$ cat src/design/dcf_pkg.sv
// Shared types and constants for the depth centroid follower.
`default_nettype none
package dcf_pkg;

  // Configuration register indexes
  localparam logic [2:0] CFG_WIN_LEFT   = 3'd0;
  localparam logic [2:0] CFG_WIN_RIGHT  = 3'd1;
  localparam logic [2:0] CFG_WIN_TOP    = 3'd2;
  localparam logic [2:0] CFG_WIN_BOTTOM = 3'd3;
  localparam logic [2:0] CFG_GOAL_DEPTH = 3'd4;
  localparam logic [2:0] CFG_DEPTH_LIM  = 3'd5;
  localparam logic [2:0] CFG_MIN_HITS   = 3'd6;

  localparam int CFG_IDX_W  = 3;
  localparam int CFG_DATA_W = 17;

  // Reset values of the configuration registers
  localparam logic [8:0]  RST_WIN_LEFT   = 9'd80;
  localparam logic [8:0]  RST_WIN_RIGHT  = 9'd240;
  localparam logic [7:0]  RST_WIN_TOP    = 8'd40;
  localparam logic [7:0]  RST_WIN_BOTTOM = 8'd200;
  localparam logic [15:0] RST_GOAL_DEPTH = 16'd600;
  localparam logic [15:0] RST_DEPTH_LIM  = 16'd900;
  localparam logic [16:0] RST_MIN_HITS   = 17'd1000;

  // Field and accumulator widths
  localparam int DEPTH_W = 16;
  localparam int CNT_W   = 17;
  localparam int CSUM_W  = 25;
  localparam int DSUM_W  = 33;
  localparam int LIN_W   = 19;
  localparam int ANG_W   = 13;
  localparam int AVGC_W  = 9;   // average column stays below window_right
  localparam int GAIN_W  = 11;  // gains up to 1024

  // Restoring divider runs one quotient bit per cycle over the widest sum
  localparam int DIV_STEPS = DSUM_W;
  localparam int STEP_W    = 6;

  localparam int LIN_MAX = 262143;
  localparam int LIN_MIN = -262144;
  localparam int ANG_MAX = 4095;
  localparam int ANG_MIN = -4096;

  typedef struct packed {
    logic acc;       // accumulate the accepted pixel, advance position
    logic div_load;  // load divider with the frame sums
    logic div_step;  // one divider iteration
    logic mul;       // register gain products
    logic emit;      // load result register, update held speeds, clear sums
    logic seen;      // frame produced new speeds
  } dcf_cmd_t;

  typedef struct packed {
    logic target_ok; // hit count above threshold
  } dcf_stat_t;

endpackage
`default_nettype wire

$ cat src/design/dcf_if.sv
// Valid/ready channel interfaces for pixels/commands in and speed results out.
`default_nettype none
interface dcf_in_if;
  logic        valid;
  logic        ready;
  logic        func;
  logic [15:0] depth;
  logic        frame_end;
  logic        resume_cmd;

  modport source (output valid, func, depth, frame_end, resume_cmd, input ready);
  modport sink   (input valid, func, depth, frame_end, resume_cmd, output ready);
endinterface

interface dcf_out_if;
  logic               valid;
  logic               ready;
  logic signed [18:0] linear_speed;
  logic signed [12:0] angular_speed;
  logic               target_seen;

  modport source (output valid, linear_speed, angular_speed, target_seen, input ready);
  modport sink   (input valid, linear_speed, angular_speed, target_seen, output ready);
endinterface
`default_nettype wire

$ cat src/design/depth_centroid_follower.sv
// Top level of the depth centroid follower: controller plus datapath.
// Pixels and pause/resume commands are taken one per cycle. The frame-end pixel
// starts a result sequence during which in_ch.ready is low: a hit count check,
// then, if a target is seen, the bit-serial divider that forms the average column
// and depth, a multiply step and the result register load, which waits while the
// previous result is still held in the output register. The block comes out of
// reset paused; a command item with resume_cmd set starts it. Configuration must
// be written through cfg_we/cfg_index/cfg_data while no frame is in progress;
// the block itself does not enforce this.
`default_nettype none
module depth_centroid_follower #(
  parameter int IMAGE_WIDTH  = 320,
  parameter int IMAGE_HEIGHT = 240,
  parameter int LIN_GAIN     = 256,
  parameter int ANG_GAIN     = 256
) (
  input  wire logic                           clk,
  input  wire logic                           rst_n,
  dcf_in_if.sink                              in_ch,
  dcf_out_if.source                           out_ch,
  input  wire logic                           cfg_we,
  input  wire logic [dcf_pkg::CFG_IDX_W-1:0]  cfg_index,
  input  wire logic [dcf_pkg::CFG_DATA_W-1:0] cfg_data
);

  dcf_pkg::dcf_cmd_t  cmd;
  dcf_pkg::dcf_stat_t stat;

  dcf_ctrl u_ctrl (
    .clk           (clk),
    .rst_n         (rst_n),
    .in_valid      (in_ch.valid),
    .in_ready      (in_ch.ready),
    .in_func       (in_ch.func),
    .in_frame_end  (in_ch.frame_end),
    .in_resume_cmd (in_ch.resume_cmd),
    .out_valid     (out_ch.valid),
    .out_ready     (out_ch.ready),
    .stat          (stat),
    .cmd           (cmd)
  );

  dcf_datapath #(
    .IMAGE_WIDTH  (IMAGE_WIDTH),
    .IMAGE_HEIGHT (IMAGE_HEIGHT),
    .LIN_GAIN     (LIN_GAIN),
    .ANG_GAIN     (ANG_GAIN)
  ) u_dp (
    .clk               (clk),
    .rst_n             (rst_n),
    .cfg_we            (cfg_we),
    .cfg_index         (cfg_index),
    .cfg_data          (cfg_data),
    .in_depth          (in_ch.depth),
    .in_frame_end      (in_ch.frame_end),
    .cmd               (cmd),
    .stat              (stat),
    .out_linear_speed  (out_ch.linear_speed),
    .out_angular_speed (out_ch.angular_speed),
    .out_target_seen   (out_ch.target_seen)
  );

endmodule
`default_nettype wire

$ cat src/design/dcf_ctrl.sv
// Controller: pause state, frame-end sequencing of divide, multiply and emit.
`default_nettype none
module dcf_ctrl (
  input  wire logic               clk,
  input  wire logic               rst_n,
  input  wire logic               in_valid,
  output logic                    in_ready,
  input  wire logic               in_func,
  input  wire logic               in_frame_end,
  input  wire logic               in_resume_cmd,
  output logic                    out_valid,
  input  wire logic               out_ready,
  input  wire dcf_pkg::dcf_stat_t stat,
  output dcf_pkg::dcf_cmd_t       cmd
);

  localparam logic [2:0] ST_IDLE = 3'd0;
  localparam logic [2:0] ST_EVAL = 3'd1;
  localparam logic [2:0] ST_DIV  = 3'd2;
  localparam logic [2:0] ST_MUL  = 3'd3;
  localparam logic [2:0] ST_EMIT = 3'd4;

  logic [2:0]                   state_r, state_nxt;
  logic [dcf_pkg::STEP_W-1:0]   step_r, step_nxt;
  logic                         paused_r, paused_nxt;
  logic                         seen_r, seen_nxt;
  logic                         out_valid_r, out_valid_nxt;
  logic                         in_xfer;
  logic                         out_free;

  assign in_ready  = (state_r == ST_IDLE);
  assign in_xfer   = in_valid && in_ready;
  assign out_free  = !out_valid_r || out_ready;
  assign out_valid = out_valid_r;

  always_comb begin
    state_nxt    = state_r;
    step_nxt     = step_r;
    paused_nxt   = paused_r;
    seen_nxt     = seen_r;
    cmd          = '0;
    cmd.seen     = seen_r;
    unique case (state_r)
      ST_IDLE: begin
        if (in_xfer) begin
          if (in_func) begin
            paused_nxt = !in_resume_cmd;
          end else if (!paused_r) begin
            cmd.acc = 1'b1;
            if (in_frame_end) begin
              state_nxt = ST_EVAL;
            end
          end
        end
      end
      ST_EVAL: begin
        seen_nxt = stat.target_ok;
        if (stat.target_ok) begin
          cmd.div_load = 1'b1;
          step_nxt     = '0;
          state_nxt    = ST_DIV;
        end else begin
          state_nxt = ST_EMIT;
        end
      end
      ST_DIV: begin
        cmd.div_step = 1'b1;
        step_nxt     = step_r + 1'b1;
        if (step_r == dcf_pkg::STEP_W'(dcf_pkg::DIV_STEPS - 1)) begin
          state_nxt = ST_MUL;
        end
      end
      ST_MUL: begin
        cmd.mul   = 1'b1;
        state_nxt = ST_EMIT;
      end
      ST_EMIT: begin
        if (out_free) begin
          cmd.emit  = 1'b1;
          state_nxt = ST_IDLE;
        end
      end
      default: begin
        state_nxt = ST_IDLE;
      end
    endcase
  end

  always_comb begin
    out_valid_nxt = out_valid_r;
    if (cmd.emit) begin
      out_valid_nxt = 1'b1;
    end else if (out_ready) begin
      out_valid_nxt = 1'b0;
    end
  end

  always_ff @(posedge clk) begin
    if (!rst_n) begin
      state_r     <= ST_IDLE;
      step_r      <= '0;
      paused_r    <= 1'b1;
      seen_r      <= 1'b0;
      out_valid_r <= 1'b0;
    end else begin
      state_r     <= state_nxt;
      step_r      <= step_nxt;
      paused_r    <= paused_nxt;
      seen_r      <= seen_nxt;
      out_valid_r <= out_valid_nxt;
    end
  end

endmodule
`default_nettype wire

$ cat src/design/dcf_datapath.sv
// Datapath: config registers, raster position, accumulators, divider, gains, result register.
`default_nettype none
module dcf_datapath #(
  parameter int IMAGE_WIDTH  = 320,
  parameter int IMAGE_HEIGHT = 240,
  parameter int LIN_GAIN     = 256,
  parameter int ANG_GAIN     = 256
) (
  input  wire logic                             clk,
  input  wire logic                             rst_n,
  input  wire logic                             cfg_we,
  input  wire logic [dcf_pkg::CFG_IDX_W-1:0]    cfg_index,
  input  wire logic [dcf_pkg::CFG_DATA_W-1:0]   cfg_data,
  input  wire logic [dcf_pkg::DEPTH_W-1:0]      in_depth,
  input  wire logic                             in_frame_end,
  input  wire dcf_pkg::dcf_cmd_t                cmd,
  output dcf_pkg::dcf_stat_t                    stat,
  output logic signed [dcf_pkg::LIN_W-1:0]      out_linear_speed,
  output logic signed [dcf_pkg::ANG_W-1:0]      out_angular_speed,
  output logic                                  out_target_seen
);

  localparam int COL_W  = $clog2(IMAGE_WIDTH + 1);
  localparam int ROW_W  = $clog2(IMAGE_HEIGHT + 1);
  localparam int CCMP_W = (COL_W > 9) ? COL_W : 9;
  localparam int RCMP_W = (ROW_W > 8) ? ROW_W : 8;
  localparam int HALF_W = IMAGE_WIDTH / 2;
  localparam int CNT_W  = dcf_pkg::CNT_W;
  localparam int DSUM_W = dcf_pkg::DSUM_W;
  localparam int CSUM_W = dcf_pkg::CSUM_W;
  localparam int DEP_W  = dcf_pkg::DEPTH_W;
  localparam int AVGC_W = dcf_pkg::AVGC_W;
  localparam int LDIF_W = DEP_W + 2;
  localparam int ADIF_W = 12;
  localparam int LPRD_W = LDIF_W + dcf_pkg::GAIN_W + 1;
  localparam int APRD_W = ADIF_W + dcf_pkg::GAIN_W + 1;

  // Configuration
  logic [8:0]       win_left_r, win_right_r;
  logic [7:0]       win_top_r, win_bottom_r;
  logic [DEP_W-1:0] goal_r, depth_lim_r;
  logic [CNT_W-1:0] min_hits_r;

  always_ff @(posedge clk) begin
    if (!rst_n) begin
      win_left_r   <= dcf_pkg::RST_WIN_LEFT;
      win_right_r  <= dcf_pkg::RST_WIN_RIGHT;
      win_top_r    <= dcf_pkg::RST_WIN_TOP;
      win_bottom_r <= dcf_pkg::RST_WIN_BOTTOM;
      goal_r       <= dcf_pkg::RST_GOAL_DEPTH;
      depth_lim_r  <= dcf_pkg::RST_DEPTH_LIM;
      min_hits_r   <= dcf_pkg::RST_MIN_HITS;
    end else if (cfg_we) begin
      unique case (cfg_index)
        dcf_pkg::CFG_WIN_LEFT:   win_left_r   <= cfg_data[8:0];
        dcf_pkg::CFG_WIN_RIGHT:  win_right_r  <= cfg_data[8:0];
        dcf_pkg::CFG_WIN_TOP:    win_top_r    <= cfg_data[7:0];
        dcf_pkg::CFG_WIN_BOTTOM: win_bottom_r <= cfg_data[7:0];
        dcf_pkg::CFG_GOAL_DEPTH: goal_r       <= cfg_data[15:0];
        dcf_pkg::CFG_DEPTH_LIM:  depth_lim_r  <= cfg_data[15:0];
        dcf_pkg::CFG_MIN_HITS:   min_hits_r   <= cfg_data;
        default: ;
      endcase
    end
  end

  // Raster position and accumulators
  logic [COL_W-1:0]  col_r, col_nxt;
  logic [ROW_W-1:0]  row_r, row_nxt;
  logic [CSUM_W-1:0] csum_r, csum_nxt;
  logic [DSUM_W-1:0] dsum_r, dsum_nxt;
  logic [CNT_W-1:0]  cnt_r, cnt_nxt;
  logic [CCMP_W-1:0] col_x;
  logic [RCMP_W-1:0] row_x;
  logic              in_win, is_hit, fits;
  logic [CSUM_W:0]   csum_add;
  logic [DSUM_W:0]   dsum_add;

  assign col_x  = CCMP_W'(col_r);
  assign row_x  = RCMP_W'(row_r);
  assign in_win = (col_x >= CCMP_W'(win_left_r)) && (col_x < CCMP_W'(win_right_r)) &&
                  (row_x >= RCMP_W'(win_top_r)) && (row_x < RCMP_W'(win_bottom_r));
  assign is_hit = in_win && (in_depth < depth_lim_r);

  assign csum_add = {1'b0, csum_r} + (CSUM_W + 1)'(col_r);
  assign dsum_add = {1'b0, dsum_r} + (DSUM_W + 1)'(in_depth);
  // hits that would overflow any accumulator are dropped
  assign fits = (cnt_r != {CNT_W{1'b1}}) && !csum_add[CSUM_W] && !dsum_add[DSUM_W];

  always_comb begin
    col_nxt  = col_r;
    row_nxt  = row_r;
    csum_nxt = csum_r;
    dsum_nxt = dsum_r;
    cnt_nxt  = cnt_r;
    if (cmd.acc) begin
      if (is_hit && fits) begin
        csum_nxt = csum_add[CSUM_W-1:0];
        dsum_nxt = dsum_add[DSUM_W-1:0];
        cnt_nxt  = cnt_r + 1'b1;
      end
      if (in_frame_end) begin
        col_nxt = '0;
        row_nxt = '0;
      end else if (col_r == COL_W'(IMAGE_WIDTH - 1)) begin
        col_nxt = '0;
        row_nxt = (row_r == ROW_W'(IMAGE_HEIGHT - 1)) ? '0 : row_r + 1'b1;
      end else begin
        col_nxt = col_r + 1'b1;
      end
    end else if (cmd.emit) begin
      csum_nxt = '0;
      dsum_nxt = '0;
      cnt_nxt  = '0;
    end
  end

  always_ff @(posedge clk) begin
    if (!rst_n) begin
      col_r  <= '0;
      row_r  <= '0;
      csum_r <= '0;
      dsum_r <= '0;
      cnt_r  <= '0;
    end else begin
      col_r  <= col_nxt;
      row_r  <= row_nxt;
      csum_r <= csum_nxt;
      dsum_r <= dsum_nxt;
      cnt_r  <= cnt_nxt;
    end
  end

  assign stat.target_ok = (cnt_r > min_hits_r);

  // Two restoring dividers sharing the hit count as divisor, one bit per cycle.
  // Quotients fit their short registers, so only low bits are kept.
  logic [DSUM_W-1:0] dd_r, cd_r;
  logic [CNT_W-1:0]  drem_r, crem_r;
  logic [DEP_W-1:0]  dq_r;
  logic [AVGC_W-1:0] cq_r;
  logic [CNT_W:0]    dtrial, ctrial;
  logic              dge, cge;

  assign dtrial = {drem_r, dd_r[DSUM_W-1]};
  assign ctrial = {crem_r, cd_r[DSUM_W-1]};
  assign dge    = (dtrial >= {1'b0, cnt_r});
  assign cge    = (ctrial >= {1'b0, cnt_r});

  always_ff @(posedge clk) begin
    if (cmd.div_load) begin
      dd_r   <= dsum_r;
      cd_r   <= DSUM_W'(csum_r);
      drem_r <= '0;
      crem_r <= '0;
      dq_r   <= '0;
      cq_r   <= '0;
    end else if (cmd.div_step) begin
      dd_r   <= {dd_r[DSUM_W-2:0], 1'b0};
      cd_r   <= {cd_r[DSUM_W-2:0], 1'b0};
      drem_r <= dge ? CNT_W'(dtrial - {1'b0, cnt_r}) : dtrial[CNT_W-1:0];
      crem_r <= cge ? CNT_W'(ctrial - {1'b0, cnt_r}) : ctrial[CNT_W-1:0];
      dq_r   <= {dq_r[DEP_W-2:0], dge};
      cq_r   <= {cq_r[AVGC_W-2:0], cge};
    end
  end

  // Gain products
  logic signed [LDIF_W-1:0] lin_diff;
  logic signed [ADIF_W-1:0] ang_diff;
  logic signed [LPRD_W-1:0] lin_prod_r, lin_a, lin_g;
  logic signed [APRD_W-1:0] ang_prod_r, ang_a, ang_g;

  assign lin_diff = $signed({2'b00, dq_r}) - $signed({2'b00, goal_r});
  assign ang_diff = $signed(ADIF_W'(HALF_W)) - $signed(ADIF_W'(cq_r));
  assign lin_a    = LPRD_W'(lin_diff);
  assign ang_a    = APRD_W'(ang_diff);
  assign lin_g    = $signed(LPRD_W'(LIN_GAIN));
  assign ang_g    = $signed(APRD_W'(ANG_GAIN));

  always_ff @(posedge clk) begin
    if (cmd.mul) begin
      lin_prod_r <= lin_a * lin_g;
      ang_prod_r <= ang_a * ang_g;
    end
  end

  // Floor shift by 8 and saturation
  logic signed [LPRD_W-1:0] lin_sh;
  logic signed [APRD_W-1:0] ang_sh;
  logic signed [dcf_pkg::LIN_W-1:0] lin_sat;
  logic signed [dcf_pkg::ANG_W-1:0] ang_sat;

  assign lin_sh = lin_prod_r >>> 8;
  assign ang_sh = ang_prod_r >>> 8;

  always_comb begin
    if (lin_sh > LPRD_W'(dcf_pkg::LIN_MAX)) begin
      lin_sat = dcf_pkg::LIN_W'(dcf_pkg::LIN_MAX);
    end else if (lin_sh < $signed(LPRD_W'(dcf_pkg::LIN_MIN))) begin
      lin_sat = dcf_pkg::LIN_W'(dcf_pkg::LIN_MIN);
    end else begin
      lin_sat = lin_sh[dcf_pkg::LIN_W-1:0];
    end
    if (ang_sh > APRD_W'(dcf_pkg::ANG_MAX)) begin
      ang_sat = dcf_pkg::ANG_W'(dcf_pkg::ANG_MAX);
    end else if (ang_sh < $signed(APRD_W'(dcf_pkg::ANG_MIN))) begin
      ang_sat = dcf_pkg::ANG_W'(dcf_pkg::ANG_MIN);
    end else begin
      ang_sat = ang_sh[dcf_pkg::ANG_W-1:0];
    end
  end

  // Held speeds and result register
  logic signed [dcf_pkg::LIN_W-1:0] held_lin_r, out_lin_r;
  logic signed [dcf_pkg::ANG_W-1:0] held_ang_r, out_ang_r;
  logic                             out_seen_r;

  always_ff @(posedge clk) begin
    if (!rst_n) begin
      held_lin_r <= '0;
      held_ang_r <= '0;
    end else if (cmd.emit && cmd.seen) begin
      held_lin_r <= lin_sat;
      held_ang_r <= ang_sat;
    end
  end

  always_ff @(posedge clk) begin
    if (cmd.emit) begin
      out_lin_r  <= cmd.seen ? lin_sat : held_lin_r;
      out_ang_r  <= cmd.seen ? ang_sat : held_ang_r;
      out_seen_r <= cmd.seen;
    end
  end

  assign out_linear_speed  = out_lin_r;
  assign out_angular_speed = out_ang_r;
  assign out_target_seen   = out_seen_r;

endmodule
`default_nettype wire

$ cat src/flat_wrapper.sv
// flat-port wrapper written by rule: the top's interface ports become plain ports
module depth_centroid_follower_flat 
#(
  parameter int IMAGE_WIDTH  = 320,
  parameter int IMAGE_HEIGHT = 240,
  parameter int LIN_GAIN     = 256,
  parameter int ANG_GAIN     = 256
)
  (clk, rst_n, cfg_we, cfg_index, cfg_data, in_ch_valid, in_ch_func, in_ch_depth, in_ch_frame_end, in_ch_resume_cmd, in_ch_ready, out_ch_valid, out_ch_linear_speed, out_ch_angular_speed, out_ch_target_seen, out_ch_ready);
  dcf_in_if in_ch_i ();
  dcf_out_if out_ch_i ();
  input  wire logic clk;
  input  wire logic rst_n;
  input  wire logic cfg_we;
  input  wire logic [dcf_pkg::CFG_IDX_W-1:0] cfg_index;
  input  wire logic [dcf_pkg::CFG_DATA_W-1:0] cfg_data;
  input wire logic [$bits(in_ch_i.valid)-1:0] in_ch_valid;
  input wire logic [$bits(in_ch_i.func)-1:0] in_ch_func;
  input wire logic [$bits(in_ch_i.depth)-1:0] in_ch_depth;
  input wire logic [$bits(in_ch_i.frame_end)-1:0] in_ch_frame_end;
  input wire logic [$bits(in_ch_i.resume_cmd)-1:0] in_ch_resume_cmd;
  output wire logic [$bits(in_ch_i.ready)-1:0] in_ch_ready;
  output wire logic [$bits(out_ch_i.valid)-1:0] out_ch_valid;
  output wire logic [$bits(out_ch_i.linear_speed)-1:0] out_ch_linear_speed;
  output wire logic [$bits(out_ch_i.angular_speed)-1:0] out_ch_angular_speed;
  output wire logic [$bits(out_ch_i.target_seen)-1:0] out_ch_target_seen;
  input wire logic [$bits(out_ch_i.ready)-1:0] out_ch_ready;
  assign in_ch_i.valid = in_ch_valid;
  assign in_ch_i.func = in_ch_func;
  assign in_ch_i.depth = in_ch_depth;
  assign in_ch_i.frame_end = in_ch_frame_end;
  assign in_ch_i.resume_cmd = in_ch_resume_cmd;
  assign in_ch_ready = in_ch_i.ready;
  assign out_ch_valid = out_ch_i.valid;
  assign out_ch_linear_speed = out_ch_i.linear_speed;
  assign out_ch_angular_speed = out_ch_i.angular_speed;
  assign out_ch_target_seen = out_ch_i.target_seen;
  assign out_ch_i.ready = out_ch_ready;
  depth_centroid_follower #(.IMAGE_WIDTH(IMAGE_WIDTH), .IMAGE_HEIGHT(IMAGE_HEIGHT), .LIN_GAIN(LIN_GAIN), .ANG_GAIN(ANG_GAIN)) u_core (.clk(clk), .rst_n(rst_n), .in_ch(in_ch_i), .out_ch(out_ch_i), .cfg_we(cfg_we), .cfg_index(cfg_index), .cfg_data(cfg_data));
endmodule
$ cat config.mk
export PLATFORM = sky130hd
export DESIGN_NAME = depth_centroid_follower_flat
export DESIGN_NICKNAME = d
export VERILOG_FILES = /design/src/design/dcf_pkg.sv /design/src/design/dcf_if.sv /design/src/design/depth_centroid_follower.sv /design/src/design/dcf_ctrl.sv /design/src/design/dcf_datapath.sv /design/src/flat_wrapper.sv
export SDC_FILE = /design/constraint.sdc
export NUM_CORES = 1
export LEC_CHECK = 0
export ABC_AREA = 1
export BUFFER_PORTS_ARGS = -buffer_cell sky130_fd_sc_hd__buf_4
export CAP_MARGIN = 0
export CORE_MARGIN = 5
export CORE_UTILIZATION = 55
export DETAILED_ROUTE_END_ITERATION = 10
export GPL_TIMING_DRIVEN = 0
export PLACE_DENSITY = 0.7
export SLEW_MARGIN = 0
export SYNTH_ARGS = -nofsm -noshare
export SYNTH_HDL_FRONTEND = slang
export SYNTH_SLANG_ARGS = --single-unit
$ cat constraint.sdc
create_clock -name clk -period 4.5 [get_ports clk]
set_clock_uncertainty 0.05 [all_clocks]
set_input_delay 1.35 -clock clk [delete_from_list [all_inputs] [get_ports clk]]
set_output_delay 1.35 -clock clk [all_outputs]
set_load 0.03 [all_outputs]
==> results.yml, run 1 <==
global_route:
  antenna_found_initial: 0
  grt_pass1_wl_mm: 103.0
  grtUsageMet1: 0.3896
  grt_pass1_vias: 19166
  grtUsageMet3: 0.04161
  grt.overflow.total: 0
  grt_use_total: 0.2876
  grt_busiest_layer: "met2"
  grt_max_degree: 63
  met2_usage: 0.4742
clocking:
  cts-htree-levels: 2
  root_buffer: "clkbuf_16"
  postCtsSetupBuffers: 0
  clock_latency_ps: 580
  cts_resized: 0
  cts_tree: "done"
  clk_path_buf_depth: 3
  cts_hold_buffers: 0
  numCtsBuffers: 44
  clkSinkCount: 398
  cts.clk_slew.worst_paths_ps: 60
floorplanning:
  fp.dieH_microns: 212.1
  start_util: 0.5529
  fp-row-count: 74
  die-width_microns: 212.1
  io_pins: 79
  coreArea_sq_mm: 0.04065
  dieArea_sq_mm: 0.04500
setup_path:
  crit_path_start_kind: "flip-flop"
  crit_arrival_ps: 4110
  critPathRequiredTime_ps: 4860
  cp-end-kind: "flip-flop"
  crit_fanout: 10
  path_class: "flip-flop to flip-flop"
logic_synthesis:
  synth_warnings: 0
  yosys.area.top_type_share: 0.2521
  synth.area.top_cells: "dfxtp_1, edfxtp_1, nand2_1, ha_1, inv_1"
  syn-cell-area_sq_mm: 0.02247
  ys_ff_latch: 398
  synth_edf_count: 115
  async_flop_share: 0
  avgSynthCellArea_sq_um: 7.397
  yosys.area.top_type: "dfxtp_1"
  synthesis.nets: 3233
  ys_types: 49
  ys_seq_area_frac: 0.4058
  synth_flop_cell: "dfxtp_1"
  synthCells: 3038
cells_and_area:
  num_antenna_cells: 0
  final_common_cell: "nand2_1"
  post-route-cell-area_sq_mm: 0.02524
  area_growth_pct: 12.32
  drive_above_1_share: 0.06535
  layout.nets: 3359
  layout_common_cells: "nand2_1, inv_1, nor2_1, dfxtp_1, a21oi_1"
  fin_cells: 3730
sta:
  drv_slew: 0
  layout_setup_ws_ps: 754.2
  layout_min_cycle_time_ps: 3746
  hold_slack_ps: 396.7
  slew_headroom: 0.3238
  hold_viol: 0
  finalCritPeriodShare: 0.8324
  worstMarginPinSlew_ps: 1014
  setup_viol: 0
  rsz0062_at_grt: "no"
  fmaxAchievable_ghz: 0.2670
drt:
  drtIter0Drc: 1768
  wl_per_cell_microns: 17.72
  ant_nets: 0
  drc: 0
  vias_per_cell: 5.546
  vias: 20687
  wl_mm: 66.11
  first_pass_iters: 6
power_and_ir_drop:
  leakage_nw: 11.33
  power.density_mw_per_mm2: 485.1
  peakVddDrop_mv: 0.3958
placed_design:
  place_ws_ps: 376.9
  numPortBuffers: 78
  dpl.cell_count: 3650
  place_area_sq_mm: 0.02377
  dp_hpwl_mm: 50.39
  globalplace.congestion: 0.9361
run_status:
  status: "completed"
min_path:
  hold_path.class: "flip-flop to flip-flop"
job:
  drv_cap: 0
report_power, final:
part           internal, mW  switching, mW  total (mW)
clock network          2.18           1.52        3.70
registers              4.07          0.248        4.32
logic                  1.53           2.70        4.23
total                  7.78           4.46        12.2
cells in the mapped netlist (15+ instances only):
| cell type | number |
|---|---|
| nand2_1 | 679 |
| inv_1 | 383 |
| nor2_1 | 298 |
| dfxtp_1 | 283 |
| a21oi_1 | 263 |
| o21ai_0 | 235 |
| nand3_1 | 205 |
| ha_1 | 146 |
| edfxtp_1 | 115 |
| clkbuf_1 | 76 |
| o211ai_1 | 57 |
| xor2_1 | 57 |
| nor3_1 | 34 |
| nand4_1 | 32 |
| xnor2_1 | 30 |
| buf_2 | 17 |
| or2_2 | 15 |
cell type report:
class                      count  area (sq um)
tap                          532         665.6
inverter                     391          1468
clock buffer                  60          1242
buffer                       114         520.5
timing repair buffer          80         608.1
sequential                   398          9119
clock inverter                20         232.7
multi-input combinational   2135         11380
fill                        3701         15410
routing by layer:
metal  share of wire  vias to the layer above
li1                -                    10257
met1            0.43                     9593
met2            0.45                      708
met3           0.078                      129
met4           0.035                        0
met5               0                        -
flip-flops by register name, indices dropped and copies added, names as in the netlist, 10 cells and up:
register / cells
u_core.u_dp.crem_r: 17
u_core.u_dp.held_ang_r: 11
u_core.u_dp.dq_r: 16
u_core.u_dp.csum_r: 25
u_core.u_dp.goal_r: 16
u_core.u_dp.ang_prod_r: 10
u_core.u_dp.lin_prod_r: 17
u_core.u_dp.drem_r: 17
u_core.u_dp.cnt_r: 17
u_core.u_dp.cd_r: 33
u_core.u_dp.dd_r: 33
u_core.u_dp.min_hits_r: 17
u_core.u_dp.dsum_r: 33
u_core.u_dp.depth_lim_r: 16
u_core.u_dp.out_linear_speed: 18
u_core.u_dp.held_lin_r: 18
u_core.u_dp.out_angular_speed: 11
final timing paths:
check	start	end	slack [ps]	depth (start not counted)
hold / removal	u_core.u_dp.held_ang_r[8]$_SDFFE_PN0P_	u_core.u_dp.held_ang_r[8]$_SDFFE_PN0P_	400	2
setup / recovery	u_core.u_dp.cnt_r[1]$_SDFFE_PN0P_	u_core.u_dp.csum_r[11]$_SDFFE_PN0P_	750	20
hold reg to reg	u_core.u_dp.held_ang_r[8]$_SDFFE_PN0P_	u_core.u_dp.held_ang_r[8]$_SDFFE_PN0P_	400	2
setup reg to reg	u_core.u_dp.cnt_r[1]$_SDFFE_PN0P_	u_core.u_dp.csum_r[11]$_SDFFE_PN0P_	750	20
metrics by stage:
| step | TNS, ps | utilization | power [mW] |
|---|---|---|---|
| after floorplan | 0 | - | 7.542 |
| after global placement | -41720 | 0.5836 | 8.481 |
| after detailed placement | 0 | 0.5847 | 8.537 |
| after CTS | 0 | 0.6210 | 12.25 |
| after global routing | 0 | 0.6210 | 13.04 |
| final | 0 | 0.6210 | 12.24 |
worst max-delay path, cell delays in order, from the launching register on:
cell     delay [ps]
dfxtp_1         590
ha_1            270
nand3_1         140
nor3_1          410
nand2_1         130
nor4_1          340
nand2_1         120
nor2_1          120
ha_1            220
nor2_1           70
nand3_1          80
nor2_1           40
nand2_1          50
nor2_1           50
nand2_1          90
nor2_1          110
nand3_4         140
nand2_2         130
buf_2           250
nand2_1          90
a21oi_1          70
logic make-up after synthesis:
kind of cell             synth area share
AND/OR/NAND/NOR                    0.2417
flip-flops                         0.4058
adder cells (fa/ha/maj)           0.08575
XOR/XNOR                          0.03391
buffers and inverters             0.08847
AO/OA/AOI/OAI                      0.1444
Note: power is estimated with default switching activity, not from simulation.
==> inputs of run 2 (changes only) <==
--- a/config.mk
+++ b/config.mk
@@ -5,7 +5,7 @@
 export SDC_FILE = /design/constraint.sdc
 export NUM_CORES = 1
 export LEC_CHECK = 0
-export ABC_AREA = 1
+export ABC_AREA = 0
 export BUFFER_PORTS_ARGS = -buffer_cell sky130_fd_sc_hd__buf_4
 export CAP_MARGIN = 0
 export CORE_MARGIN = 5
==> constraint.sdc (replaced) <==
create_clock -name clk -period 3.65 [get_ports clk]
set_clock_uncertainty 0.05 [all_clocks]
set_input_delay 1.095 -clock clk [delete_from_list [all_inputs] [get_ports clk]]
set_output_delay 1.095 -clock clk [all_outputs]
set_load 0.03 [all_outputs]
==> run 2 against run 1 <==
Sequential power grew 7.6%. Critical endpoint is now u_core.u_dp.cnt_r[7]$_SDFFE_PN0P_. Area after synthesis shrank 7.1%. Largest power group unchanged. Setup slack got worse by 1200 ps. The run now ends with setup timing left. Synthesized cell count down 19%. Critical path depth unchanged.
==> results.yml, run 2 <==
run_status:
  status: "finished with violations"
  failed_checks: "setup timing"
global_route:
  grt_max_degree: 36
  grt_pass1_vias: 17369
  antenna_found_initial: 0
  grt_pass1_wl_mm: 92.72
  grt.overflow.total: 0
  grt_use_total: 0.2761
logic_synthesis:
  netlist_top_cells_count: "nand2_1, dfxtp_1, a21oi_1"
  synth_warnings: 0
  ys_types: 74
  ys_ff_latch: 398
  ys_seq_area_frac: 0.4369
  avgSynthCellArea_sq_um: 8.478
  synth.area.top_cells: "dfxtp_1, edfxtp_1, nand2_1, ha_1, a21oi_1"
  synthCells: 2462
  synthesis.nets: 2657
  syn-cell-area_sq_mm: 0.02087
  yosys.area.top_type_share: 0.2714
  synth_flop_cell: "dfxtp_1"
  yosys.area.top_type: "dfxtp_1"
  async_flop_share: 0
  synth.most_common_cell: "nand2_1"
  synth_edf_count: 115
floorplanning:
  fp.dieH_microns: 204.8
  start_util: 0.5555
  coreArea_sq_mm: 0.03758
  dieArea_sq_mm: 0.04195
  die-width_microns: 204.8
  fp-row-count: 71
  io_pins: 79
setup_path:
  cp-end-kind: "flip-flop"
  crit_fanout: 8
  critPathRequiredTime_ps: 4110
  crit_arrival_ps: 4520
  path_class: "flip-flop to flip-flop"
  crit_path_start_kind: "flip-flop"
drt:
  wl_per_cell_microns: 18.64
  wl_mm: 59.06
  ant_nets: 0
  vias: 18523
  drc: 0
  drtIter0Drc: 1311
  vias_per_cell: 5.847
  first_pass_iters: 6
sta:
  layout_min_cycle_time_ps: 4062
  rsz0062_at_grt: "yes"
  hold_viol: 0
  slew_headroom: 0.1943
  fmaxAchievable_ghz: 0.2462
  finalCritPeriodShare: 1.113
  layout_setup_ws_ps: -411.7
  hold_slack_ps: 399.5
  drv_slew: 0
  worstMarginPinSlew_ps: 1199
  setup_viol: 75
power_and_ir_drop:
  peakVddDrop_mv: 0.4361
  power.density_mw_per_mm2: 420.9
  leakage_nw: 9.935
clocking:
  numCtsBuffers: 43
  clock_latency_ps: 590
  clkSinkCount: 398
  root_buffer: "clkbuf_16"
  clk_path_buf_depth: 3
  cts_tree: "done"
  cts.clk_slew.worst_paths_ps: 60
  cts-htree-levels: 2
cells_and_area:
  drive_above_1_share: 0.1472
  num_antenna_cells: 0
  fin_cells: 3168
  final_common_cell: "nand2_1"
  area_growth_pct: 19.37
  layout_common_cells: "nand2_1, dfxtp_1, a21oi_1, ha_1, inv_1"
  post-route-cell-area_sq_mm: 0.02492
  top_regs: "u_core.u_dp.cd_r: 33 flops, u_core.u_dp.dd_r: 33 flops, u_core.u_dp.dsum_r: 33 flops"
  layout.nets: 2818
placed_design:
  place_area_sq_mm: 0.02235
  place_ws_ps: -890.5
  numPortBuffers: 77
  dp_hpwl_mm: 42.29
  dpl.cell_count: 3052
  globalplace.congestion: 0.9399
job:
  drv_cap: 0
min_path:
  hold_path.class: "flip-flop to flip-flop"
-- run 2: changes by cell type after synthesis, sizes merged, moves of 36 or more --
cell,change
nand2,-150
a21oi,-36
inv,-244
nand3,-112
o21ai,-62
nor2,-174
-- run 2: power breakdown --
group,total (mW),switching [mW],internal [mW]
combinational,1.23,0.731,0.503
clock,4.60,1.84,2.76
sequential,4.65,0.0547,4.60
-- run 2: kinds of logic (layout without fill, tap and decap cells) --
group | Yosys count | after routing | share of synthesized area
and+or+nand+nor | 961 | 961 | 0.2063
AOI/OAI and AO/OA | 599 | 601 | 0.1713
DFF | 398 | 398 | 0.4369
buffers and inverters | 255 | 448 | 0.04838
adders and majority gates | 151 | 151 | 0.09232
xor gates and xnor gates | 61 | 61 | 0.02560
muxes | 37 | 37 | 0.01924
-- run 2: final cells by class --
class                      count  area, sq um
timing repair inverter         1        5.005
fill                        3074        12660
clock inverter                22        282.8
tap                          511        639.4
inverter                     146        554.3
buffer                       108        534.3
timing repair buffer         114         1035
multi-input combinational   1811        11530
sequential                   398         9126
clock buffer                  57         1210
-- run 2: metrics by stage --
stage / power [mW] / setup TNS [ps] / util
after floorplan: 5.611 / -9651 / -
after global placement: 5.899 / -151510 / 0.5937
after detailed placement: 5.927 / -97450 / 0.5947
after CTS: 10.52 / -22160 / 0.6485
after global routing: 10.90 / -32690 / 0.6631
final: 10.49 / -24510 / 0.6631
-- run 2: repair_timing --
item,4_1_cts,5_1_grt
hold buffers,0,0
gates cloned,7,5
buffers inserted,22,4
setup endpoints to repair,164,172
resized for setup,61,115
pin swaps,25,39
-- run 2: final timing paths --
kind	to	startpoint	depth (start not counted)	slack [ps]
setup reg to reg	u_core.u_dp.cnt_r[7]$_SDFFE_PN0P_	u_core.u_dp.cnt_r[0]$_SDFFE_PN0P_	20	-410
setup / recovery	u_core.u_dp.cnt_r[7]$_SDFFE_PN0P_	u_core.u_dp.cnt_r[0]$_SDFFE_PN0P_	20	-410
hold / removal	u_core.u_dp.cd_r[25]$_SDFFE_PP0P_	u_core.u_dp.cd_r[24]$_DFFE_PP_	2	400
hold reg to reg	u_core.u_dp.cd_r[25]$_SDFFE_PP0P_	u_core.u_dp.cd_r[24]$_DFFE_PP_	2	400
-- run 2: worst max-delay path, stage by stage (launching register included) --
cell and delay (ps):
dfxtp_4 360, ha_4 150, and3_4 170, and3_4 170
and3_4 180, and3_4 180, and3_4 180, and3_4 180
and3_4 190, ha_4 180, nor4_4 150, and4b_1 250
nand3_1 90, nor4_1 180, nand3_1 110, or4_4 510
nor3_4 180, buf_12 170, clkbuf_16 160, a21oi_2 50
o21ai_1 140
-- run 2: per-layer routing --
metal | wire length (microns) | vias to the layer above | global-route usage | share of wire
met1 | 25580 | 8816 | 0.3697 | 0.43
met4 | 2069 | 0 | 0.08471 | 0.035
met3 | 3680 | 134 | 0.04258 | 0.062
met2 | 27730 | 590 | 0.4640 | 0.47
met5 | 0 | - | 0 | 0
li1 | - | 8983 | - | -
==> inputs of run 3 (changes only) <==
--- a/config.mk
+++ b/config.mk
@@ -13,6 +13,7 @@
 export DETAILED_ROUTE_END_ITERATION = 10
 export GPL_TIMING_DRIVEN = 0
 export PLACE_DENSITY = 0.7
+export REMOVE_ABC_BUFFERS = 1
 export SLEW_MARGIN = 0
 export SYNTH_ARGS = -nofsm -noshare
 export SYNTH_HDL_FRONTEND = slang
==> run 3 against run 2 <==
The run still ends with setup timing left. Design area is 1.4% lower. Setup slack worse by 65 ps. Sequential power barely moved. Critical path depth up 1. First-iteration DRC count shrank 10%. Clock power down 7.8%. Combinational power barely moved. Critical endpoint is now u_core.u_dp.dsum_r[24]$_SDFFE_PN0P_. Highest routed layer unchanged.
==> results.yml, run 3 (synthesis results as in run 2) <==
global_route:
  grt_max_degree: 89
  grt_pass1_wl_mm: 87.55
  grt.overflow.total: 0
  grt_use_total: 0.2515
  antenna_found_initial: 0
  grt_pass1_vias: 17623
sta:
  worstMarginPinSlew_ps: 1162
  layout_setup_ws_ps: -476.6
  rsz0062_at_grt: "yes"
  hold_viol: 0
  setup_viol: 75
  slew_headroom: 0.2193
  fmaxAchievable_ghz: 0.2423
  drv_slew: 0
  finalCritPeriodShare: 1.131
  layout_min_cycle_time_ps: 4127
drt:
  ant_nets: 0
  drtIter0Drc: 1177
  first_pass_iters: 6
  wl_mm: 54.21
  vias_per_cell: 5.851
  drc: 0
  vias: 18122
  wl_per_cell_microns: 17.51
run_status:
  failed_checks: "setup timing"
  status: "finished with violations"
setup_path:
  crit_path_start_kind: "flip-flop"
  crit_family: "simple AND/OR/NAND/NOR gates"
  path_buf_inv: 3
  critPathRequiredTime_ps: 4060
  critPathMaxStageDelay_ps: 510
  crit_arrival_ps: 4540
  path_class: "flip-flop to flip-flop"
  cp_slowest_cell: "or4_4"
  crit_fanout: 4
  critPathMostFrequentCell: "and3_4"
  cp-end-kind: "flip-flop"
  crit_path_cell_trace: "ha_4 > and3_4 > and3_4 > and3_4 > and3_4 > and3_4 > and3_4 > and3_4 > ha_4 > nor4_4 > and4b_1 > buf_4 > nand3_2 > nor4_2 > nand3_1 > or4_4 > nor2_4 > buf_4 > buf_6 > nand2_8 > o41ai_2"
floorplanning:
  dieArea_sq_mm: 0.04195
  fp-row-count: 71
  io_pins: 79
  start_util: 0.5555
  coreArea_sq_mm: 0.03758
  fp.dieH_microns: 204.8
  die-width_microns: 204.8
cells_and_area:
  top_regs: "u_core.u_dp.cd_r: 33 flops, u_core.u_dp.dd_r: 33 flops, u_core.u_dp.dsum_r: 33 flops"
  final_common_cell: "nand2_1"
  drive_above_1_share: 0.1431
  layout.nets: 2747
  area_growth_pct: 17.76
  num_antenna_cells: 0
  final_util: 0.6541
  layout_common_cells: "nand2_1, dfxtp_1, a21oi_1, ha_1, inv_1"
  post-route-cell-area_sq_mm: 0.02458
  fin_cells: 3097
clocking:
  clock_latency_ps: 570
  cts_hold_buffers: 0
  clk_path_buf_depth: 3
  cts.clk_slew.worst_paths_ps: 60
  root_buffer: "clkbuf_16"
  numCtsBuffers: 44
  clkSinkCount: 398
  cts-htree-levels: 2
  cts_tree: "done"
placed_design:
  globalplace.congestion: 0.8970
  dpl.cell_count: 2964
  place_area_sq_mm: 0.02197
  numPortBuffers: 78
  dp_hpwl_mm: 35.43
  place_ws_ps: -1630
power_and_ir_drop:
  peakVddDrop_mv: 0.4000
  power.density_mw_per_mm2: 410.8
  leakage_nw: 9.770
  finalPower_mw: 10.10
min_path:
  hold_path.class: "flip-flop to flip-flop"
job:
  drv_cap: 0
[run 3: changes by cell type in the layout (fill, tap and decap cells not counted), moves of 8 or more]
cell / change
clkbuf_1: -75
a21oi_1: +8
nand2_4: -10
a21oi_2: -9
buf_6: +10
o21ai_2: -15
[run 3: final cells by class]
cell class              count  area [sq um]
repair buffers            145          1406
well taps                 511         639.4
multi-input cells        1817         11480
clock inverters            12         82.58
flip-flops and latches    398          9128
fillers                  3080         13000
inverters                 146         558.0
clock buffers              68          1281
[run 3: metal layers]
layer	GRT usage	vias to the layer above	share of wire
li1	-	8819	-
met4	0.09165	0	0.030
met2	0.4346	562	0.48
met1	0.3225	8624	0.43
met5	0	-	0
met3	0.03546	117	0.059
[run 3: path summary, 6_finish.rpt]
| kind | start | endpoint | slack (ps) | depth (start not counted) |
|---|---|---|---|---|
| worst max-delay path | u_core.u_dp.cnt_r[0]$_SDFFE_PN0P_ | u_core.u_dp.dsum_r[24]$_SDFFE_PN0P_ | -480 | 21 |
| worst min-delay path | u_core.u_dp.cd_r[28]$_SDFFE_PP0P_ | u_core.u_dp.cd_r[29]$_SDFFE_PP0P_ | 400 | 2 |
| worst max register to register | u_core.u_dp.cnt_r[0]$_SDFFE_PN0P_ | u_core.u_dp.dsum_r[24]$_SDFFE_PN0P_ | -480 | 21 |
| worst min register to register | u_core.u_dp.cd_r[28]$_SDFFE_PP0P_ | u_core.u_dp.cd_r[29]$_SDFFE_PP0P_ | 400 | 2 |
[run 3: worst reg2reg max path: cells and delay by family (launching register included)]
kind,cells,cell delay [ps]
AND/OR/NAND/NOR,15,2710
adder cells (fa/ha/maj),2,330
AO/OA/AOI/OAI,1,240
flip-flops,1,350
buffers and inverters,3,380
[run 3: repair_timing]
action | CTS | global route
cloned | 10 | 3
setup endpoints to repair | 179 | 104
gates resized for setup | 111 | 71
pin swaps | 60 | 56
buffers inserted | 33 | 8
[run 3: stage by stage]
stage               hold slack (ps)  TNS (ps)
CTS                           405.3    -33430
floorplan                     367.8   -863500
detailed placement            390.1   -174020
finish                        402.4    -27820
global route                  418.8    -36590
global placement              383.3  -2034860
[run 3: power by group]
group          internal [mW]  switching (mW)  leakage [nW]
combinational          0.511           0.696          5.73
clock                   2.42            1.82         0.664
sequential              4.60          0.0539          3.38
total                   7.53            2.57          9.77
